==> src/hdl/assert_macros.svh <==
// ----------------------------------------------------------------------------
// assert_macros: shared assertion macros
// Clocked on clk, disabled while rst is high. Empty in synthesis builds.
// ----------------------------------------------------------------------------
`ifndef ASSERT_MACROS_SVH
`define ASSERT_MACROS_SVH

`ifndef SYNTH

// expression holds at every clock edge
`define ASSERT_ALWAYS(name, expr) \
  name: assert property (@(posedge clk) disable iff (rst) (expr)) \
    else $error("assertion failed");

// consequent holds in the same cycle as the antecedent
`define ASSERT_IMPL(name, ante, cons) \
  name: assert property (@(posedge clk) disable iff (rst) (ante) |-> (cons)) \
    else $error("assertion failed");

// consequent holds in the cycle after the antecedent
`define ASSERT_NEXT(name, ante, cons) \
  name: assert property (@(posedge clk) disable iff (rst) (ante) |=> (cons)) \
    else $error("assertion failed");

`else

`define ASSERT_ALWAYS(name, expr)
`define ASSERT_IMPL(name, ante, cons)
`define ASSERT_NEXT(name, ante, cons)

`endif

`endif

==> src/hdl/rabs_pkg.sv <==
// ----------------------------------------------------------------------------
// rabs_pkg: shared types for the rank assignment block
// Field widths, the token that travels down the cell chain, cell controls.
// ----------------------------------------------------------------------------
package rabs_pkg;

  localparam int VALUE_W = 32;
  localparam int RANK_W  = 7;

  // value in flight along the chain, with its count of smaller-or-earlier
  typedef struct packed {
    logic                      valid;
    logic signed [VALUE_W-1:0] value;
    logic [RANK_W-1:0]         cnt;
  } token_t;

  typedef struct packed {
    logic shift;
    logic clear;
  } cell_ctrl_t;

endpackage

==> src/hdl/rabs_cell.sv <==
// ----------------------------------------------------------------------------
// rabs_cell: one storage cell of the ranking chain
// Holds one value and its running count; compares each passing token.
// ----------------------------------------------------------------------------
module rabs_cell
  import rabs_pkg::*;
(
  input  logic              clk,
  input  logic              rst,
  input  cell_ctrl_t        ctrl,
  input  token_t            tok_in,
  output token_t            tok_out,
  input  logic [RANK_W-1:0] cnt_in,
  output logic [RANK_W-1:0] cnt_out
);

  logic                      occ;
  logic signed [VALUE_W-1:0] value;
  logic [RANK_W-1:0]         cnt;
  logic                      tok_less;

  // later token strictly below the stored value: stored cell gains one
  assign tok_less = $signed(tok_in.value) < $signed(value);
  assign cnt_out  = cnt;

  always_ff @(posedge clk) begin
    if (rst) begin
      occ           <= 1'b0;
      tok_out.valid <= 1'b0;
    end else begin
      tok_out.valid <= tok_in.valid & occ;
      if (ctrl.clear) begin
        occ <= 1'b0;
      end else if (tok_in.valid && !occ) begin
        occ <= 1'b1;
      end
    end
  end

  always_ff @(posedge clk) begin
    tok_out.value <= tok_in.value;
    // stored value is earlier, so equal counts against the token
    tok_out.cnt   <= tok_less ? tok_in.cnt : tok_in.cnt + RANK_W'(1);
    if (tok_in.valid && !occ) begin
      value <= tok_in.value;
    end
    if (ctrl.shift) begin
      cnt <= cnt_in;
    end else if (tok_in.valid) begin
      if (!occ) begin
        cnt <= tok_in.cnt;
      end else if (tok_less) begin
        cnt <= cnt + RANK_W'(1);
      end
    end
  end

endmodule

==> config.mk <==
export PLATFORM = sky130hd
export DESIGN_NAME = rabs_cell
export DESIGN_NICKNAME = d
export VERILOG_FILES = /design/src/hdl/assert_macros.svh /design/src/hdl/rabs_pkg.sv /design/src/hdl/rabs_cell.sv
export SDC_FILE = /design/constraint.sdc
export NUM_CORES = 1
export LEC_CHECK = 0
export BUFFER_PORTS_ARGS = -buffer_cell sky130_fd_sc_hd__buf_2
export CAP_MARGIN = 0
export CORE_ASPECT_RATIO = 0.5
export CORE_MARGIN = 2
export CORE_UTILIZATION = 55
export DETAILED_ROUTE_END_ITERATION = 8
export PLACE_DENSITY = 0.95
export SYNTH_ARGS = -nofsm -noshare
export SYNTH_HDL_FRONTEND = slang
export SYNTH_SLANG_ARGS = --single-unit
export TNS_END_PERCENT = 5
==> constraint.sdc <==
create_clock -name clk -period 4.9 [get_ports clk]
set_input_delay 0.98 -clock clk [delete_from_list [all_inputs] [get_ports clk]]
set_output_delay 0.98 -clock clk [all_outputs]
set_load 0.05 [all_outputs]
==> results.yml, run 1 <==
outcome:
  status: "completed"
clock_network:
  clock_latency_ns: 0.33
  cts-htree-levels: 3
  cts_buffers: 9
  path_clk_slew_ns: 0.06
  root_buffer: "clkbuf_16"
  cts_tree: "done"
  clock_sinks: 80
  holdBufCountCts: 0
  postCtsResizedCells: 0
  post-cts-setup-buffers: 0
  clock_path_buffers: 2
place:
  pre_cts_ws_ns: 1.550
  place_congestion: 0.8573
  portBuffers: 97
  hpwl_um: 5036
sta:
  setup_viol: 0
  fin_crit_ns: 3.152
  whs_ns: 0.5810
  rsz0062_at_grt: "false"
  setup_slack_ns: 1.748
  relSlewSlack_pct: 71.71
  timing.fmax_mhz: 317.3
  finClkSkew_ns: 0.006857
  fin_tns_setup_ns: 0
  maxSlewViolCount: 0
  hold_violations: 0
  finalCritPeriodShare_pct: 64.32
  worst_pin_slew_ns: 0.4209
synth:
  synth_flop_cell: "dfxtp_1"
  synth_edf_count: 39
  synth_seq_cells: 80
  syn-cell-area_um2: 3217
  synth.most_common_cell: "dfxtp_1"
  async_flop_share_pct: 0
  yosysSeqAreaShare_pct: 61.92
  yosysUniqueCellTypes: 36
  synth_area_leader_cell: "edfxtp_1"
  syn_inst: 260
  yosys_warnings: 0
  synthTopCellsByArea: "edfxtp_1, dfxtp_1, ha_1, inv_1, a21oi_1"
  synth_commonest_cells: "dfxtp_1, edfxtp_1, inv_1"
  synth_top_area_share_pct: 36.41
  syn_area_per_cell_um2: 12.37
  syn_nets: 344
floorplan:
  rows: 19
  core_um2: 5563
  dieArea_um2: 6514
  initial_utilization_pct: 57.83
  num_io_pins: 98
  die_h_um: 58.08
  chipWidth_um: 112.2
global_routing:
  grt_pass1_vias: 2440
  grt_overflow: 0
  use_met3_pct: 7.322
  grt_antenna_before_repair: 0
  use_met1_pct: 24.35
  grt_max_degree: 33
  grt_first_pass_wirelength_um: 11270
  grtUsageMet2_pct: 43.72
  grt_busiest_layer: "met2"
  grt.total_usage_pct: 22.92
final_layout:
  syn2layout_area_growth_pct: 28.32
  utilization_pct: 74.20
  fin_nets: 451
  drive_gt1_share_pct: 32.53
  antenna-diode-count: 0
worst_hold_path:
  min_path_type: "flop to flop"
  whs_path_depth: 2
  hold_end: "tok_out[39]$_SDFF_PP0_"
  hp-start: "occ$_SDFFE_PP0P_"
route:
  first_pass_iters: 4
  vias: 2360
  wl_per_cell_um: 16.14
  routed_wirelength_um: 7182
  viasPerCell: 5.303
  drt_first_iter_violations: 192
  route.antenna.remaining_nets: 0
  drcViolationCount: 0
critical_path:
  crit_path_end_kind: "flop"
  rr_endpoint: "cnt_out[3]$_DFFE_PP_"
  rrSetupSlack_ns: 2.12
  cp.required_ns: 4.91
  r2r_start: "value[31]$_DFFE_PP_"
  cp_max_fo: 8
  critical_path_class: "input port to flop"
  start_kind: "input port"
  cp.arrival_ns: 3.16
  reg2reg_depth: 9
power:
  p_total_mw: 1.767
  peakVddDrop_mv: 0.2997
  power_density_nw_per_um2: 428.1
  p_leak_nw: 1.942
flow_run:
  drv_cap: 0
-- placed cells by master, fill, tap and decap left out, types with 2 or more instances in the layout --
cell type / n
a21oi_1: 15
and3_1: 2
buf_2: 97
bufinv_16: 2
clkbuf_1: 2
clkbuf_16: 10
dfxtp_1: 41
edfxtp_1: 39
ha_1: 33
inv_1: 35
nand2_1: 19
nand3_1: 5
nand4_1: 7
nor2_1: 14
nor3_1: 2
nor3_2: 2
o21ai_0: 13
xnor2_1: 5
xor2_1: 6
-- worst max-delay path by stage --
stage                    start                    to  slack, ns
global route        tok_in[38]  cnt_out[3]$_DFFE_PP_       1.58
CTS                 tok_in[38]  cnt_out[3]$_DFFE_PP_       1.82
detailed placement  tok_in[38]  cnt_out[5]$_DFFE_PP_       1.55
floorplan           tok_in[16]  cnt_out[0]$_DFFE_PP_       1.97
finish              tok_in[38]  cnt_out[3]$_DFFE_PP_       1.75
global placement    tok_in[18]  cnt_out[5]$_DFFE_PP_       1.75
-- logic make-up (layout without fill, tap and decap cells) --
family / count (synthesis) / count (layout) / share of synthesized area [%]
xor gates and xnor gates: 11 / 11 / 2.995
AOI/OAI and AO/OA: 39 / 39 / 7.974
and+or+nand+nor: 57 / 57 / 9.063
buffers and inverters: 38 / 150 / 4.434
DFF: 80 / 80 / 61.92
muxes: 2 / 2 / 0.7778
adders and majority gates: 33 / 33 / 12.84
-- per-layer routing --
layer,wire length (um),vias up,part of all wire (%)
li1,-,1124,-
met4,82,0,1.1
met2,3859,110,54
met5,0,-,0
met1,2703,1116,38
met3,537,10,7.5
-- critical path, cell delays in order --
cell and delay [ns]:
buf_2 0.11, ha_1 0.32, nand4_1 0.24, nor3_1 0.11, a211oi_1 0.42, nand4b_1 0.25, o21ai_4 0.34, o21ai_0 0.13
nand2b_1 0.25
-- metrics by stage --
| stage | std cells | area, um^2 |
|---|---|---|
| 2_1_floorplan | 260 | 3217 |
| 3_3_place_gp | 429 | 3796 |
| 3_5_place_dp | 429 | 3796 |
| 4_1_cts | 445 | 4128 |
| 5_1_grt | 445 | 4128 |
| 6_report | 445 | 4128 |
-- area by class of cell --
cell class,instances,area (um^2)
tap,73,91.34
inverter,36,135.1
timing repair buffer,98,493.0
sequential,80,1992
clock buffer,12,257.7
fill,356,1435
multi-input combinational,142,1085
clock inverter,4,73.82
-- where the power goes --
| part | switching, mW | total [mW] | internal [mW] |
|---|---|---|---|
| Combinational | 0.189 | 0.269 | 0.0805 |
| Sequential | 0.0179 | 0.768 | 0.750 |
| Clock | 0.252 | 0.730 | 0.478 |
| Total | 0.459 | 1.77 | 1.31 |
-- registers in the layout, indices dropped and copies added, names as in the netlist --
signal,cells
occ,1
value,32
cnt_out,7
tok_out,40
No activity file was read; power rests on OpenSTA's default activity.
==> run 2, diff against run 1 <==
--- a/config.mk
+++ b/config.mk
@@ -9,9 +9,9 @@
 export CAP_MARGIN = 0
 export CORE_ASPECT_RATIO = 0.5
 export CORE_MARGIN = 2
-export CORE_UTILIZATION = 55
+export CORE_UTILIZATION = 46
 export DETAILED_ROUTE_END_ITERATION = 8
-export PLACE_DENSITY = 0.95
+export PLACE_DENSITY = 0.88
 export SYNTH_ARGS = -nofsm -noshare
 export SYNTH_HDL_FRONTEND = slang
 export SYNTH_SLANG_ARGS = --single-unit
==> constraint.sdc (replaced) <==
create_clock -name clk -period 2.88 [get_ports clk]
set_input_delay 0.576 -clock clk [delete_from_list [all_inputs] [get_ports clk]]
set_output_delay 0.576 -clock clk [all_outputs]
set_load 0.05 [all_outputs]
==> run 2 against run 1 <==
Combinational power grew 67%. Worst hold slack got worse by 0.21 ns. Utilization decreased by 13 points. Clock power grew 35%. Clock-buffer cell count stayed put. Design area is 0.97% lower. Largest cell class unchanged.
==> results.yml, run 2 (synthesized netlist as in run 1, its figures left out) <==
outcome:
  status: "completed"
floorplan:
  num_io_pins: 98
  rows: 21
  initial_utilization_pct: 47.82
  die_h_um: 63.13
  chipWidth_um: 122.3
  dieArea_um2: 7719
  core_um2: 6726
route:
  first_pass_iters: 4
  drt_first_iter_violations: 119
  viasPerCell: 4.667
  routed_wirelength_um: 6114
  vias: 2170
  drcViolationCount: 0
  route.antenna.remaining_nets: 0
  wl_per_cell_um: 13.15
critical_path:
  critical_path_class: "flop to flop"
  cpPeakStageDelay_ns: 0.38
  path_buf_inv: 1
  crit_family: "simple AND/OR/NAND/NOR gates"
  slowest_stage: "edfxtp_1"
  cp.required_ns: 2.88
  cp.arrival_ns: 2.42
  cp_max_fo: 7
  crit_chain: "inv_1 > ha_1 > nand4_1 > nor3_1 > a211oi_1 > nand4b_1 > o21ai_4 > o21ai_0 > nand2b_1"
  start_kind: "flop"
  crit_path_end_kind: "flop"
global_routing:
  grt_overflow: 0
  grt_pass1_vias: 2099
  grt.total_usage_pct: 17.03
  grt_antenna_before_repair: 0
  grt_max_degree: 29
  grt_first_pass_wirelength_um: 9963
clock_network:
  cts_tree: "done"
  clock_latency_ns: 0.33
  clock_path_buffers: 2
  root_buffer: "clkbuf_16"
  post-cts-setup-buffers: 0
  holdBufCountCts: 0
  path_clk_slew_ns: 0.06
  postCtsResizedCells: 0
  clock_sinks: 80
  cts_buffers: 9
  cts-htree-levels: 3
place:
  portBuffers: 97
  placed_cells: 449
  place_congestion: 0.7638
  postPlaceCellArea_um2: 3827
  pre_cts_ws_ns: 0.1610
  hpwl_um: 4671
flow_run:
  drv_cap: 0
power:
  peakVddDrop_mv: 0.3159
  p_leak_nw: 1.914
  power_density_nw_per_um2: 669.5
sta:
  timing.fmax_mhz: 413.5
  setup_slack_ns: 0.4615
  maxSlewViolCount: 0
  hold_violations: 0
  worst_pin_slew_ns: 0.3657
  fin_crit_ns: 2.418
  finalCritPeriodShare_pct: 83.97
  rsz0062_at_grt: "false"
  relSlewSlack_pct: 75.62
  setup_viol: 0
  fin_tns_setup_ns: 0
  finClkSkew_ns: 0.007968
final_layout:
  largest_register_ffs: 40
  drive_gt1_share_pct: 32.44
  fin_area_um2: 4088
  syn2layout_area_growth_pct: 27.07
  top_register: "tok_out"
  fin_nets: 452
  final_common_cell: "buf_2"
  mostFrequentLayoutCells: "buf_2, dfxtp_1, edfxtp_1, inv_1, ha_1"
  instances_no_fill: 465
  antenna-diode-count: 0
worst_hold_path:
  min_path_type: "input port to flop"
==> run 2: changes by cell type in the layout (fill, tap and decap cells not counted) <==
cell / change
bufinv_16: -2
clkinv_2: +2
buf_4: +1
clkbuf_1: +1
clkbuf_16: -1
clkinv_4: +1
inv_6: -1
==> run 2: final timing paths <==
kind / cells past startpoint / startpoint / to / slack [ns]
min: 1 / tok_in[22] / tok_out[22]$_DFF_P_ / 0.37
max: 9 / value[27]$_DFFE_PP_ / cnt_out[5]$_DFFE_PP_ / 0.46
min reg2reg: 2 / occ$_SDFFE_PP0P_ / tok_out[39]$_SDFF_PP0_ / 0.56
max reg2reg: 9 / value[27]$_DFFE_PP_ / cnt_out[5]$_DFFE_PP_ / 0.46
==> run 2: per-stage QoR <==
stage               total power, mW  hold slack (ns)  utilization, %
global route                  2.867           0.3675           60.77
finish                        2.737           0.3748           60.77
detailed placement            1.775           0.5507           56.90
floorplan                     1.634           0.6001               -
global placement              1.760           0.5452           56.90
CTS                           2.767           0.3623           60.77
==> run 2: layout make-up <==
cell class                      instances  area, um^2
Clock inverter                          4       23.77
Sequential cell                        80        1992
Clock buffer                           12       236.5
Timing Repair Buffer                   99       500.5
Inverter                               36       135.1
Tap cell                               92       115.1
Multi-Input combinational cell        142        1085
Fill cell                             542        2639
==> run 2: where the power goes <==
group / switching [mW] / leakage [nW] / internal (mW)
clock network: 0.405 / 0.130 / 0.580
registers: 0.0273 / 0.728 / 1.28
logic: 0.312 / 1.06 / 0.137
total: 0.744 / 1.91 / 1.99
==> run 2: per-layer routing <==
metal	global-route usage, %	up-vias	wire length (um)
li1	-	1128	-
met1	21.34	984	2684
met2	27.08	50	3057
met3	6.703	8	288
met4	5.603	0	82
met5	0	-	0
==> run 2: worst reg2reg max path: cells and delay by family, from the launching register on <==
family          cells  cell delay (ns)
fa+ha+maj           1             0.26
flops               1             0.38
compound gates      3             0.65
simple gates        4             0.72
buf+inv             1             0.08
==> run 3, diff against run 2 <==
--- a/config.mk
+++ b/config.mk
@@ -5,13 +5,14 @@
 export SDC_FILE = /design/constraint.sdc
 export NUM_CORES = 1
 export LEC_CHECK = 0
+export ABC_AREA = 1
 export BUFFER_PORTS_ARGS = -buffer_cell sky130_fd_sc_hd__buf_2
 export CAP_MARGIN = 0
 export CORE_ASPECT_RATIO = 0.5
 export CORE_MARGIN = 2
-export CORE_UTILIZATION = 46
+export CORE_UTILIZATION = 51
 export DETAILED_ROUTE_END_ITERATION = 8
-export PLACE_DENSITY = 0.88
+export PLACE_DENSITY = 0.91
 export SYNTH_ARGS = -nofsm -noshare
 export SYNTH_HDL_FRONTEND = slang
 export SYNTH_SLANG_ARGS = --single-unit
==> constraint.sdc (replaced) <==
create_clock -name clk -period 2.5 [get_ports clk]
set_input_delay 0.5 -clock clk [delete_from_list [all_inputs] [get_ports clk]]
set_output_delay 0.5 -clock clk [all_outputs]
set_load 0.05 [all_outputs]
==> run 3 against run 2 <==
Via count rose by 12%. Flip-flop and latch count is the same. Utilization grew 7.8 points. Total power rose by 23%. Combinational power is 30% higher. Area after synthesis is 4.0% higher. Sequential share of layout area down 1.9 points. Clock-buffer cell count decreased by 1. Design area grew 4.1%. Wire length up 5.4%. Worst hold slack got worse by 0.079 ns. Critical path type unchanged. Largest cell class unchanged. Highest routed layer unchanged.
==> results.yml, run 3 <==
floorplan:
  rows: 20
  num_io_pins: 98
  chipWidth_um: 118.6
  die_h_um: 61.29
  initial_utilization_pct: 53.93
  core_um2: 6206
  dieArea_um2: 7266
global_routing:
  grt_first_pass_wirelength_um: 10190
  grt.total_usage_pct: 18.46
  grt_overflow: 0
  grt_antenna_before_repair: 0
  grt_max_degree: 33
  grt_pass1_vias: 2260
route:
  route.antenna.remaining_nets: 0
  first_pass_iters: 5
  viasPerCell: 4.674
  vias: 2421
  drcViolationCount: 0
  wl_per_cell_um: 12.45
  routed_wirelength_um: 6447
  drt_first_iter_violations: 97
worst_hold_path:
  min_path_type: "input port to flop"
  whs_path_depth: 1
  hp-start: "tok_in[21]"
  hold_end: "tok_out[21]$_DFF_P_"
sta:
  worst_pin_slew_ns: 0.4387
  hold_violations: 0
  fin_crit_ns: 2.170
  finalCritPeriodShare_pct: 86.81
  rsz0062_at_grt: "false"
  timing.fmax_mhz: 460.8
  maxSlewViolCount: 0
  relSlewSlack_pct: 70.75
  finClkSkew_ns: 0.006813
  fin_tns_setup_ns: 0
  setup_slack_ns: 0.3296
  setup_viol: 0
critical_path:
  rr_endpoint: "cnt_out[2]$_DFFE_PP_"
  start_kind: "flop"
  r2r_start: "value[22]$_DFFE_PP_"
  cp.arrival_ns: 2.17
  cp.required_ns: 2.50
  critical_path_class: "flop to flop"
  slowest_stage: "edfxtp_1"
  cp_max_fo: 9
  crit_path_end_kind: "flop"
  reg2reg_depth: 12
  cpPeakStageDelay_ns: 0.32
  rrSetupSlack_ns: 0.33
  crit_chain: "inv_1 > ha_1 > nand2_1 > nor2_2 > nand4_1 > nor3_2 > nand2_2 > nand2_2 > nand2_4 > nand3_1 > nand2_1 > inv_1"
  path_buf_inv: 2
  crit_family: "simple AND/OR/NAND/NOR gates"
clock_network:
  cts_tree: "done"
  holdBufCountCts: 0
  cts_buffers: 9
  root_buffer: "clkbuf_16"
  clock_path_buffers: 2
  cts-htree-levels: 3
  clock_latency_ns: 0.33
  postCtsResizedCells: 0
  post-cts-setup-buffers: 0
  path_clk_slew_ns: 0.06
  clock_sinks: 80
power:
  peakVddDrop_mv: 0.4421
  power_density_nw_per_um2: 792.7
  p_int_mw: 2.438
  combPwrFrac_pct: 17.3
  p_total_mw: 3.374
  power_frac_seq_pct: 44.7
  power_switching_uw: 936.1
  clkPwrFrac_pct: 37.9
  swShare_pct: 27.74
  p_leak_nw: 2.136
place:
  pre_cts_ws_ns: 0.1596
  hpwl_um: 4661
  postPlaceCellArea_um2: 3958
  place_congestion: 0.8171
  portBuffers: 97
flow_run:
  drv_cap: 0
synth:
  synth_area_leader_cell: "edfxtp_1"
  yosysUniqueCellTypes: 25
  synth_edf_count: 39
  async_flop_share_pct: 0
  synth.most_common_cell: "nand2_1"
  yosysSeqAreaShare_pct: 59.51
  syn-cell-area_um2: 3347
  synth_seq_cells: 80
  synth_flop_cell: "dfxtp_1"
  synth_commonest_cells: "nand2_1, inv_1, dfxtp_1"
  syn_area_per_cell_um2: 10.56
  syn_nets: 401
  syn_inst: 317
  synth_top_area_share_pct: 34.99
  yosys_warnings: 0
  synthTopCellsByArea: "edfxtp_1, dfxtp_1, ha_1, nand2_1, inv_1"
final_layout:
  fin_nets: 509
  seq_area_um2: 1992
  fill_cells: 465
  multi_input_area_um2: 1149
  final_common_cell: "buf_2"
  top_register: "tok_out"
  fin_area_um2: 4257
  drive_gt1_share_pct: 29.53
  antenna-diode-count: 0
  mostFrequentLayoutCells: "buf_2, nand2_1, inv_1, dfxtp_1, edfxtp_1"
  largest_register_ffs: 40
  syn2layout_area_growth_pct: 27.18
outcome:
  status: "completed"
-- run 3: cells by family (layout without fill, tap and decap cells) --
group	count (synthesis)	after routing	share of synthesized area (%)
AND/OR/NAND/NOR	111	111	15.55
AO/OA/AOI/OAI	30	30	4.636
flip-flops	80	80	59.51
adder cells (fa/ha/maj)	33	33	12.34
buffers and inverters	57	170	6.393
XOR/XNOR	6	6	1.570
-- run 3: worst max path at each step --
stage | start | end | slack (ns) | depth (start not counted)
6_report | value[22]$_DFFE_PP_ | cnt_out[2]$_DFFE_PP_ | 0.33 | 12
4_1_cts | value[22]$_DFFE_PP_ | cnt_out[2]$_DFFE_PP_ | 0.34 | 12
2_1_floorplan | tok_in[39] | value[0]$_DFFE_PP_ | 0.16 | 2
3_5_place_dp | tok_in[34] | cnt_out[1]$_DFFE_PP_ | 0.16 | 13
5_1_grt | value[22]$_DFFE_PP_ | cnt_out[2]$_DFFE_PP_ | 0.20 | 12
3_3_place_gp | tok_in[30] | cnt_out[6]$_DFFE_PP_ | 0.21 | 12
-- run 3: worst register-to-register path: cells and delay by family (launching register included) --
family	cells	cell delay, ns
fa+ha+maj	1	0.28
simple gates	9	0.99
buf+inv	2	0.27
flops	1	0.32
-- run 3: cell type report --
type                    count  area share, %
inverters                  55          4.850
flip-flops and latches     80          46.80
multi-input cells         180          26.98
well taps                  88          2.587
clock inverters             5          1.323
repair buffers             99          11.76
clock buffers              11          5.703
-- run 3: per-stage QoR --
stage | cells | hold slack (ns) | utilization (%)
CTS | 518 | 0.2867 | 68.59
floorplan | 317 | 0.5277 | -
detailed placement | 502 | 0.6318 | 63.77
global placement | 502 | 0.6302 | 63.77
global route | 518 | 0.2873 | 68.59
finish | 518 | 0.2957 | 68.59
-- run 3: metal layers --
metal | wire, um | share of wire [%] | GRT usage [%] | up-vias
li1 | - | - | - | 1255
met2 | 3218 | 50 | 32.84 | 59
met1 | 2823 | 44 | 21.69 | 1100
met3 | 332 | 5.1 | 5.741 | 7
met4 | 72 | 1.1 | 7.823 | 0
met5 | 0 | 0 | 0 | -
-- run 3: power by group through the flow --
stage | sequential [mW] | combinational [mW] | clock, mW
global route | 1.52 | 0.635 | 1.37
CTS | 1.51 | 0.588 | 1.30
finish | 1.51 | 0.585 | 1.28
detailed placement | 1.54 | 0.581 | 0
floorplan | 1.75 | 0.197 | 0
global placement | 1.53 | 0.568 | 0
